===== config.mk =====
export PLATFORM = sky130hd
export DESIGN_NAME = uwsa_ctrl
export DESIGN_NICKNAME = d
export VERILOG_FILES = /design/src/rtl/core/uwsa_pkg.sv /design/src/rtl/core/uwsa_ctrl.sv
export SDC_FILE = /design/constraint.sdc
export NUM_CORES = 1
export LEC_CHECK = 0
export ABC_AREA = 1
export BUFFER_PORTS_ARGS = -buffer_cell sky130_fd_sc_hd__clkbuf_2
export CORE_AREA = 8 8 45 47
export DETAILED_ROUTE_END_ITERATION = 10
export DIE_AREA = 0 0 53 55
export REMOVE_ABC_BUFFERS = 1
export SLEW_MARGIN = 20
export SYNTH_ARGS = -nofsm -noshare
export SYNTH_HDL_FRONTEND = slang
export SYNTH_SLANG_ARGS = --single-unit

===== constraint.sdc =====
create_clock -name clk -period 2.6 [get_ports clk]
set_clock_uncertainty 0.1 [all_clocks]
set_input_delay 0.39 -clock clk [delete_from_list [all_inputs] [get_ports clk]]
set_output_delay 0.39 -clock clk [all_outputs]
set_load 0.01 [all_outputs]

===== src/rtl/core/uwsa_pkg.sv =====
// Shared constants, types and helpers for the unaligned word store access block.
`default_nettype none

package uwsa_pkg;

  localparam int STORE_WORDS = 4096;
  localparam int IDX_W       = $clog2(STORE_WORDS);
  localparam int WORD_W      = 32;
  localparam int OFS_W       = WORD_W - 2;

  localparam logic [1:0] SIZE_BYTE = 2'd0;
  localparam logic [1:0] SIZE_HALF = 2'd1;
  localparam logic [1:0] SIZE_WORD = 2'd2;

  localparam logic ACT_READ  = 1'b0;
  localparam logic ACT_WRITE = 1'b1;

  // controller -> datapath
  typedef struct packed {
    logic capture;   // accept beat: register item, read low word
    logic clr_wr;    // clearing pass: zero one word
    logic wr_lo;     // write patched low word
    logic rd_hi;     // read next word of a straddling access
    logic wr_hi;     // write patched high word
    logic load_out;  // load result register
  } uwsa_cmd_t;

  // datapath -> controller
  typedef struct packed {
    logic clr_last;
    logic is_write;
    logic straddle;
    logic bad;
  } uwsa_status_t;

  function automatic logic [WORD_W-1:0] size_mask(input logic [1:0] code);
    logic [WORD_W-1:0] m;
    case (code)
      SIZE_BYTE: m = 32'h0000_00FF;
      SIZE_HALF: m = 32'h0000_FFFF;
      default:   m = 32'hFFFF_FFFF;  // word, unused code too
    endcase
    return m;
  endfunction

  function automatic logic straddles(input logic [1:0] code, input logic [1:0] lane);
    logic s;
    case (code)
      SIZE_BYTE: s = 1'b0;
      SIZE_HALF: s = (lane == 2'd3);
      default:   s = (lane != 2'd0);
    endcase
    return s;
  endfunction

endpackage

`default_nettype wire


===== src/rtl/core/uwsa_ctrl.sv =====
// Controller: clearing pass, access sequencing and result valid.
`default_nettype none

module uwsa_ctrl
  import uwsa_pkg::*;
(
  input  wire logic         clk,
  input  wire logic         rst_n,
  input  wire logic         in_valid,
  output logic              in_ready,
  output logic              out_valid,
  input  wire logic         out_ready,
  input  wire uwsa_status_t status,
  output uwsa_cmd_t         cmd
);

  localparam logic [1:0] ST_CLEAR = 2'd0;
  localparam logic [1:0] ST_IDLE  = 2'd1;
  localparam logic [1:0] ST_LO    = 2'd2;
  localparam logic [1:0] ST_HI    = 2'd3;

  logic [1:0] state_r, state_nxt;
  logic       out_valid_r, out_valid_nxt;
  logic       out_free;

  assign out_free = !out_valid_r || out_ready;

  always_comb begin
    state_nxt = state_r;
    cmd       = '0;
    in_ready  = 1'b0;
    case (state_r)
      ST_CLEAR: begin
        cmd.clr_wr = 1'b1;
        if (status.clr_last) begin
          state_nxt = ST_IDLE;
        end
      end
      ST_IDLE: begin
        in_ready = 1'b1;
        if (in_valid) begin
          cmd.capture = 1'b1;
          state_nxt   = ST_LO;
        end
      end
      ST_LO: begin
        if (status.bad || !status.straddle) begin
          // single word or rejected: finish once the result slot frees
          if (out_free) begin
            cmd.load_out = 1'b1;
            cmd.wr_lo    = status.is_write && !status.bad;
            state_nxt    = ST_IDLE;
          end
        end else begin
          cmd.wr_lo = status.is_write;
          cmd.rd_hi = 1'b1;
          state_nxt = ST_HI;
        end
      end
      ST_HI: begin
        if (out_free) begin
          cmd.load_out = 1'b1;
          cmd.wr_hi    = status.is_write;
          state_nxt    = ST_IDLE;
        end
      end
      default: state_nxt = ST_CLEAR;
    endcase
  end

  always_comb begin
    out_valid_nxt = out_valid_r;
    if (cmd.load_out) begin
      out_valid_nxt = 1'b1;
    end else if (out_ready) begin
      out_valid_nxt = 1'b0;
    end
  end

  always_ff @(posedge clk) begin
    if (!rst_n) begin
      state_r     <= ST_CLEAR;
      out_valid_r <= 1'b0;
    end else begin
      state_r     <= state_nxt;
      out_valid_r <= out_valid_nxt;
    end
  end

  assign out_valid = out_valid_r;

endmodule

`default_nettype wire


After elaboration in Yosys (flattened, before gate mapping)
Index checks and enable logic that the tools add are counted.
Widths: inputs -> output; s select.
{ "word_totals": {"reg_bits": 3, "input_bits": 8, "out_inout_bits": 8, "elab_cells": 36} }
{ "op_classes": {"n_eq_ne": 5, "muxes": 20, "n_reduce_logical": 9} }
{ "op_table": {"columns": ["operator", "n"], "rows": [
  ["$mux 1", 12],
  ["$mux 2", 6],
  ["$pmux 2 s4", 1],
  ["$eq 2x2->1 const B", 2],
  ["$ne 2x2->1 const B", 2],
  ["$logic_not 1->1", 3],
  ["$eq 2x1->1 const B", 1],
  ["$logic_not 2->1", 1],
  ["$logic_or 1x1->1", 2],
  ["$pmux 1 s2", 1],
  ["$reduce_and 2->1", 1],
  ["$reduce_bool 2->1", 1],
  ["$logic_and 1x1->1", 1]
]} }

Longest topological paths before layout
Gate-level depths: netlist of the first run.
{ "logic_depth": {"word_depth": 6, "depth_mapped": 5} }

Worst setup path after synthesis of the first run
OpenSTA, ideal clock, no wires.
{ "synth_timing": {"path_kind": "in2out", "startpoint": "input status[0] (netlist bit)", "endpoint": "output cmd[3] (netlist bit)", "arrival_time_ps": 830, "required_time_ps": 2110, "slack_ps": 1280, "path_stages": 3, "path_buffers": 0, "cell_sequence": "inv_1 -> nand2_1 -> nor3_1"} }
{ "synth_lines": {"columns": ["item", "line_no", "source"], "rows": [
  ["start, declared", "uwsa_ctrl.sv:13", "input wire uwsa_status_t status,"],
  ["end, declared", "uwsa_ctrl.sv:14", "output uwsa_cmd_t cmd"]
]} }

==> results of run 1 <==
==> power breakdown <==
| group | switching, mW | internal (mW) | total [mW] |
|---|---|---|---|
| Combinational | 0.0221 | 0.0157 | 0.0378 |
| Clock | 0.0250 | 0.0576 | 0.0825 |
| Sequential | 0.00463 | 0.0500 | 0.0546 |
| Total | 0.0517 | 0.123 | 0.175 |
==> per-layer routing <==
layer	GRT usage	share of wire	routed length, um	vias up
met4	0.0388	0	0	0
li1	-	-	-	150
met3	0.0428	0.098	65	0
met1	0.0439	0.44	292	112
met5	0	0	0	-
met2	0.0840	0.46	309	10
==> through the flow <==
stage	area, um^2	util	total power, mW	hold slack (ps)
floorplan	206	-	0.0761	407
global placement	302	0.218	0.0928	432
detailed placement	302	0.218	0.0939	437
CTS	328	0.237	0.179	297
global route	328	0.237	0.192	296
finish	328	0.237	0.175	303
==> cell type report <==
| type | count | share of cell area |
|---|---|---|
| timing repair buffer | 15 | 0.229 |
| tap | 16 | 0.0611 |
| clock buffer | 4 | 0.0802 |
| inverter | 10 | 0.115 |
| sequential | 3 | 0.183 |
| multi-input combinational | 25 | 0.332 |
==> worst max-delay path, stage by stage (launching register included) <==
cell and delay [ps]:
dfxtp_1 450, nand2_1 100, nor3_1 180, clkbuf_2 160
==> flip-flops by register name, indices dropped and copies added, names as in the netlist <==
signal and cells:
out_valid 1, state_r 2
==> cell usage in the layout, fill, tap and decap left out, drive strengths merged <==
cell type	count
clkbuf	19
nor3	2
o21ai	1
dfxtp	3
nand2	10
nor2	7
nand3	3
inv	10
a21oi	2
==> final timing paths <==
check	start	cells past startpoint	to
min reg2reg	out_valid	2	out_valid
max	state_r[1]	3	cmd[3]
min	rst_n	3	state_r[0]
max reg2reg	state_r[1]	5	state_r[0]
==> logic make-up (layout without fill, tap and decap cells) <==
kind of cell / after synthesis / count (layout) / synth area share
AND/OR/NAND/NOR: 22 / 22 / 0.439
buffers and inverters: 11 / 29 / 0.211
AO/OA/AOI/OAI: 3 / 3 / 0.0702
flip-flops: 3 / 3 / 0.281
==> impl_results.md, run 1 <==
* Outcome: finished, final reports clean
* Worst hold path class: in2reg
* Post-Syn Area at 214 um^2
* ANT nets after route at 0
* Placed Cells incl. Taps at 69
* Grt ovf at 0
* Largest net degree at the start of global routing at 8
* Worst-Skew Late Latency at 230 ps
* Dominant cell type by area after synthesis: dfxtp_1
* Slew Limit Fails at 0
* Post-CTS Setup Inserts at 0
* Fillers at 168
* Final wirelength at 666 um
* DRC at 0
* Place WS at 1150 ps
* Max FO, Critical Path at 7
* Top-count cell post-synth: nand2_1
* Reg2reg setup slack at 1580 ps
* RePlAce Congestion at 0.695
* Fmax at 0.621 GHz
* CTS Sinks at 3
* GRT Total Usage at 0.0529
* Post-Synthesis Cells at 39
* #FFs+latches synth at 3
* # diodes at 0
* Worst-margin pin slew at 249 ps
* HPWL after detailed placement at 577 um
* Period utilization at 0.620
* Area of the multi-input gates at 109 um^2
* Peak VDD IR at 202 uV
* Via Count at 272
* Area grow syn2layout at 53.2%
* H-tree levels at 1
* Fin. Hold Viols at 0
* WP data required at 2110 ps
* Type of origin of the critical path: flop
* Routed len/inst at 9.12 um
* Post-Layout Cell Count at 73
* Die X at 53 um
* Clock buffers created by TritonCTS at 3
* Global-route wire length before repair at 1.06 mm
* Cell row count at 14
* Library cells used by synthesis at 11
* Synth async-reset ratio at 0
* Synth Flop Type: dfxtp_1
* Die height at 55 um
* Post-synth EDFFs at 0
* Core ar. at 1380 um^2
* Max Cap Violations at 0
* Mapped Avg Cell Area at 5.49 um^2
* Unrepaired setup endpoints after global routing: false
* Clk slew on worst S/H paths at 40 ps
* Final net count at 66
* Vias per inst at 3.73
* Setup TNS at 0 ps
* Tmin final at 1610 ps
* Final setup margin at 989 ps
* I/O pin count at 16
* Crit path arrival time at 1120 ps
* Relative slew slack at 0.834
* Root Driver: clkbuf_4
* Yosys warns at 0
* Initial antenna violation count at 0
* Synth top area cells: dfxtp_1, nand2_1, inv_1, nor2_1, a21oi_1
* Port-buffer cells at 15
* FF+latch area at 60.1 um^2
* Via count of the first global-routing pass at 299
* Post-CTS Resized at 0
* Sequential area share after synthesis at 0.281
* Hold_buf cts at 0
* Most common library cells after synthesis: nand2_1, inv_1, nor2_1
* Crit path kind: reg2out
* TritonCTS clock tree: done
* Synth top area share at 0.281
* Die area at 2920 um^2
* Final setup viols at 0
* 1st-iter DRT viols at 6
* Initial Util at 0.155
* Share of cells above drive strength 1 at 0.351
* Pleak at 0.202 nW
* Bufs on Longest Clock Path at 2
* Power Density at 534 nW/um^2
* Drt pass-1 iters at 2
* Type of destination of the critical path: output port
Power figures use the tool's default switching activity.
==> inputs of run 2 (changes only) <==
ABC_AREA = 0   (was 1)
clock period = 1.7 ns   (was 2.6 ns; I/O delays follow)
==> run 2 against run 1 <==
Against the previous run: non-clock buffer count grew 1; utilization shrank 0.63 points; synthesized cell count shrank 38%; critical path type unchanged; largest power group unchanged.
==> impl_results.md, run 2 <==
* Largest net degree at the start of global routing at 10
* Mapped Avg Cell Area at 8.71 um^2
* ANT nets after route at 0
* Type of origin of the critical path: flop
* Max Cap Violations at 0
* Yosys warns at 0
* Post-CTS Resized at 0
* #FFs+latches synth at 3
* Synth async-reset ratio at 0
* # diodes at 0
* Max FO, Critical Path at 5
* Final setup margin at 90.1 ps
* Slowest cell delay on critical path at 400 ps
* Post-synth EDFFs at 0
* Slew Limit Fails at 0
* HPWL after detailed placement at 501 um
* Outcome: finished, final reports clean
* Port-buffer cells at 15
* Post-route design area at 319 um^2
* Die X at 53 um
* Crit path max-delay cell type: dfxtp_1
* Root Driver: clkbuf_4
* Share of cells above drive strength 1 at 0.476
* Tmin final at 1610 ps
* Pleak at 0.160 nW
* CTS Sinks at 3
* Worst hold path class: in2reg
* Placed Cells incl. Taps at 54
* 1st-iter DRT viols at 2
* Clock buffers created by TritonCTS at 3
* Initial antenna violation count at 0
* Post-CTS Setup Inserts at 0
* Crit path kind: reg2out
* Final Power at 0.270 mW
* Place WS at 296 ps
* Final setup viols at 0
* Final wirelength at 611 um
* Grt ovf at 0
* I/O pin count at 16
* GRT Total Usage at 0.0459
* Commonest non-fill, non-tap cell in the layout: clkbuf_2
* Unrepaired setup endpoints after global routing: false
* H-tree levels at 1
* Area grow syn2layout at 52.7%
* WP data required at 1340 ps
* Routed len/inst at 10.5 um
* Setup TNS at 0 ps
* Initial Util at 0.151
* DRC at 0
* FF+latch area at 60.1 um^2
* Worst-margin pin slew at 256 ps
* Cell row count at 14
* Worst-Skew Late Latency at 240 ps
* Post-Layout Cell Count at 58
* Post-Syn Area at 209 um^2
* TritonCTS clock tree: done
* Via count of the first global-routing pass at 240
* Fin. Hold Viols at 0
* Most frequent cells in the layout: clkbuf_2, nor2_1, nand2b_1, clkbuf_4, dfxtp_1
* Clk slew on worst S/H paths at 40 ps
* Type of destination of the critical path: output port
* Register bank with the most flops: state_r
* Reg2reg setup slack at 570 ps
* Bufs on Longest Clock Path at 2
* Max FFs per register at 2
* Worst hold slack at 167 ps
* Die height at 55 um
* Hold_buf cts at 0
* Global-route wire length before repair at 938 um
* Placed Area at 293 um^2
* Library cells used by synthesis at 16
* Synth top area share at 0.287
* Synth Flop Type: dfxtp_1
* Die area at 2920 um^2
* Relative slew slack at 0.827
* Area of the multi-input gates at 130 um^2
* Crit path arrival time at 1250 ps
* Most common library cells after synthesis: nor2_1, dfxtp_1, nand2b_1
* Fillers at 157
* Sequential area share after synthesis at 0.287
* Power Density at 845 nW/um^2
* Synth top area cells: dfxtp_1, nand2b_1, nor2_1, nand2b_4, buf_6
* Vias per inst at 3.79
* Post-Synthesis Cells at 24
* Top-count cell post-synth: nor2_1
* Peak VDD IR at 179 uV
* Period utilization at 0.947
* Final net count at 51
* Worst-path cell chain: buf_4, and2b_1, and2_1, clkbuf_2
* Core ar. at 1380 um^2
* Via Count at 220
* Fin util at 0.231
* RePlAce Congestion at 0.662
* Drt pass-1 iters at 2
* Fmax at 0.621 GHz
* Dominant cell type by area after synthesis: dfxtp_1
## run 2: cell count changes after synthesis, sizes merged, moves of 2 or more
cell    before  now
inv         10    0
nand2       10    0
nor2         7    4
nand2b       0    4
nand3        3    0
nor3         2    0
## run 2: cell families (layout without fill, tap and decap cells)
kind of cell    after synthesis  count (layout)  synth area share
compound gates                6               6             0.210
flops                         3               3             0.287
simple gates                 13              13             0.413
buf+inv                       2              20            0.0898
## run 2: layout make-up
cell class                 count  share of cell area
timing repair buffer          16               0.259
multi-input combinational     19               0.408
sequential                     3               0.188
clock buffer                   4              0.0824
tap                           16              0.0627
## run 2: where the power goes
part,internal (mW),switching (mW)
registers,0.0764,0.00791
logic,0.0307,0.0267
clock network,0.0882,0.0397
## run 2: path summary, 6_finish.rpt
kind                      to  startpoint  cells past startpoint
setup / recovery      cmd[5]  state_r[1]                      4
hold / removal    state_r[0]       rst_n                      2
setup reg to reg  state_r[0]  state_r[0]                      3
hold reg to reg    out_valid  state_r[1]                      2
## run 2: metal layers
layer  routed length [um]  vias up  track usage  share of wire
met5                    0        -            0              0
met4                   17        0       0.0517          0.028
met3                  100        2       0.0294           0.16
met2                  197       14       0.0527           0.32
met1                  295       82       0.0515           0.48
li1                     -      122            -              -
## run 2: worst max-delay path: cells and delay by family, from the launching register on
| family | cells | cell delay (ps) |
|---|---|---|
| flops | 1 | 400 |
| buf+inv | 2 | 280 |
| simple gates | 2 | 340 |
==> inputs of run 3 (changes only) <==
CTS_BUF_LIST = sky130_fd_sc_hd__clkbuf_4 sky130_fd_sc_hd__clkbuf_8   (was default)
SKIP_CTS_REPAIR_TIMING = 1   (was default)
==> run 3 against run 2 <==
Against the previous run: final cell count unchanged; critical path depth unchanged; design area increased by 1.2%; combinational power about the same; setup slack got worse by 0.65 ps; clock power increased by 13%; sequential cell count unchanged; count of clock-buffer cells in the layout unchanged; first-iteration DRC count unchanged; critical path type unchanged; largest cell class unchanged.
==> impl_results.md, run 3 (synthesis results as in run 2) <==
* Final wirelength at 615 um
* Unrepaired setup endpoints after global routing: false
* DRC at 0
* Sw Ratio at 0.261
* Fmax at 0.621 GHz
* Worst path top cell family by delay: flip-flops
* Slowest cell delay on critical path at 400 ps
* Slew Limit Fails at 0
* Buf+Inv Stages, Crit Path at 2
* Global-route wire length before repair at 938 um
* Cell Int Power at 0.211 mW
* Setup TNS at 0 ps
* Most frequent cells in the layout: clkbuf_2, nor2_1, clkbuf_4, nand2b_1, dfxtp_1
* Die X at 53 um
* Type of origin of the critical path: flop
* Commonest non-fill, non-tap cell in the layout: clkbuf_2
* I/O pin count at 16
* Worst-Skew Late Latency at 240 ps
* Peak VDD IR at 179 uV
* Worst hold path class: in2reg
* Fillers at 158
* Port-buffer cells at 15
* Relative slew slack at 0.827
* Pleak at 0.163 nW
* Core ar. at 1380 um^2
* RePlAce Congestion at 0.662
* HPWL after detailed placement at 501 um
* Clk slew on worst S/H paths at 40 ps
* Via Count at 219
* Grt ovf at 0
* Period utilization at 0.947
* H-tree levels at 1
* Tmin final at 1610 ps
* Worst hold slack at 166 ps
* Die height at 55 um
* Max FFs per register at 2
* GRT Total Usage at 0.0469
* Largest net degree at the start of global routing at 10
* Clock share of power at 0.504
* Final Power at 0.286 mW
* Place WS at 296 ps
* Crit path arrival time at 1260 ps
* Area grow syn2layout at 54.5%
* Switching power at 0.0746 mW
* Type of destination of the critical path: output port
* Worst-margin pin slew at 256 ps
* # diodes at 0
* WP data required at 1340 ps
* Initial antenna violation count at 0
* Comb power frac at 0.201
* Crit path kind: reg2out
* Via count of the first global-routing pass at 238
* Share of cells above drive strength 1 at 0.500
* Crit path max-delay cell type: dfxtp_1
* Final setup viols at 0
* CTS Sinks at 3
* Max FO, Critical Path at 5
* Bufs on Longest Clock Path at 2
* 1st-iter DRT viols at 2
* Clock buffers created by TritonCTS at 3
* Initial Util at 0.151
* TritonCTS clock tree: done
* Fin util at 0.233
* Power Density at 885 nW/um^2
* Worst-path cell chain: buf_4, and2b_1, and2_1, clkbuf_2
* ANT nets after route at 0
* Max Cap Violations at 0
* Final net count at 51
* Root Driver: clkbuf_4
* Drt pass-1 iters at 2
* Sequential share of power at 0.295
* Final setup margin at 89.4 ps
* Cell row count at 14
* Register bank with the most flops: state_r
* Outcome: finished, final reports clean
* Routed len/inst at 10.6 um
* Fin. Hold Viols at 0
* Vias per inst at 3.78
* Die area at 2920 um^2
[run 3: cell counts in the layout (fill, tap and decap cells not counted)]
No cell type changed its count.
[run 3: through the flow]
step,instance area (um^2),cells
6_report,323,58
5_1_grt,323,58
4_1_cts,323,58
3_5_place_dp,293,54
3_3_place_gp,293,54
2_1_floorplan,190,22
[run 3: power groups by stage]
stage                     combinational [mW]  sequential (mW)  clock [mW]
after CTS                             0.0584           0.0842       0.151
after global placement                0.0577           0.0854           0
final                                 0.0574           0.0843       0.144
after floorplan                       0.0293           0.0856           0
after detailed placement              0.0579           0.0852           0
after global routing                  0.0635           0.0853       0.158
[run 3: path summary, 6_finish.rpt]
kind / slack [ps] / endpoint / start / depth (start not counted)
max: 90 / cmd[5] / state_r[1] / 4
min: 170 / state_r[0] / rst_n / 2
max reg2reg: 570 / state_r[0] / state_r[0] / 3
min reg2reg: 450 / out_valid / state_r[1] / 2
[run 3: per-layer routing]
layer / GRT usage / wire (um) / up-vias
li1: - / - / 121
met1: 0.0515 / 296 / 82
met2: 0.0508 / 203 / 14
met3: 0.0294 / 100 / 2
met4: 0.0647 / 14 / 0
met5: 0 / 0 / -
[run 3: cell type report]
cell class	instances	area [um^2]	share of cell area
Multi-Input combinational cell	19	130	0.403
Timing Repair Buffer	16	82.6	0.256
Sequential cell	3	60.1	0.186
Clock buffer	4	30.0	0.0930
Tap cell	16	20.0	0.0620
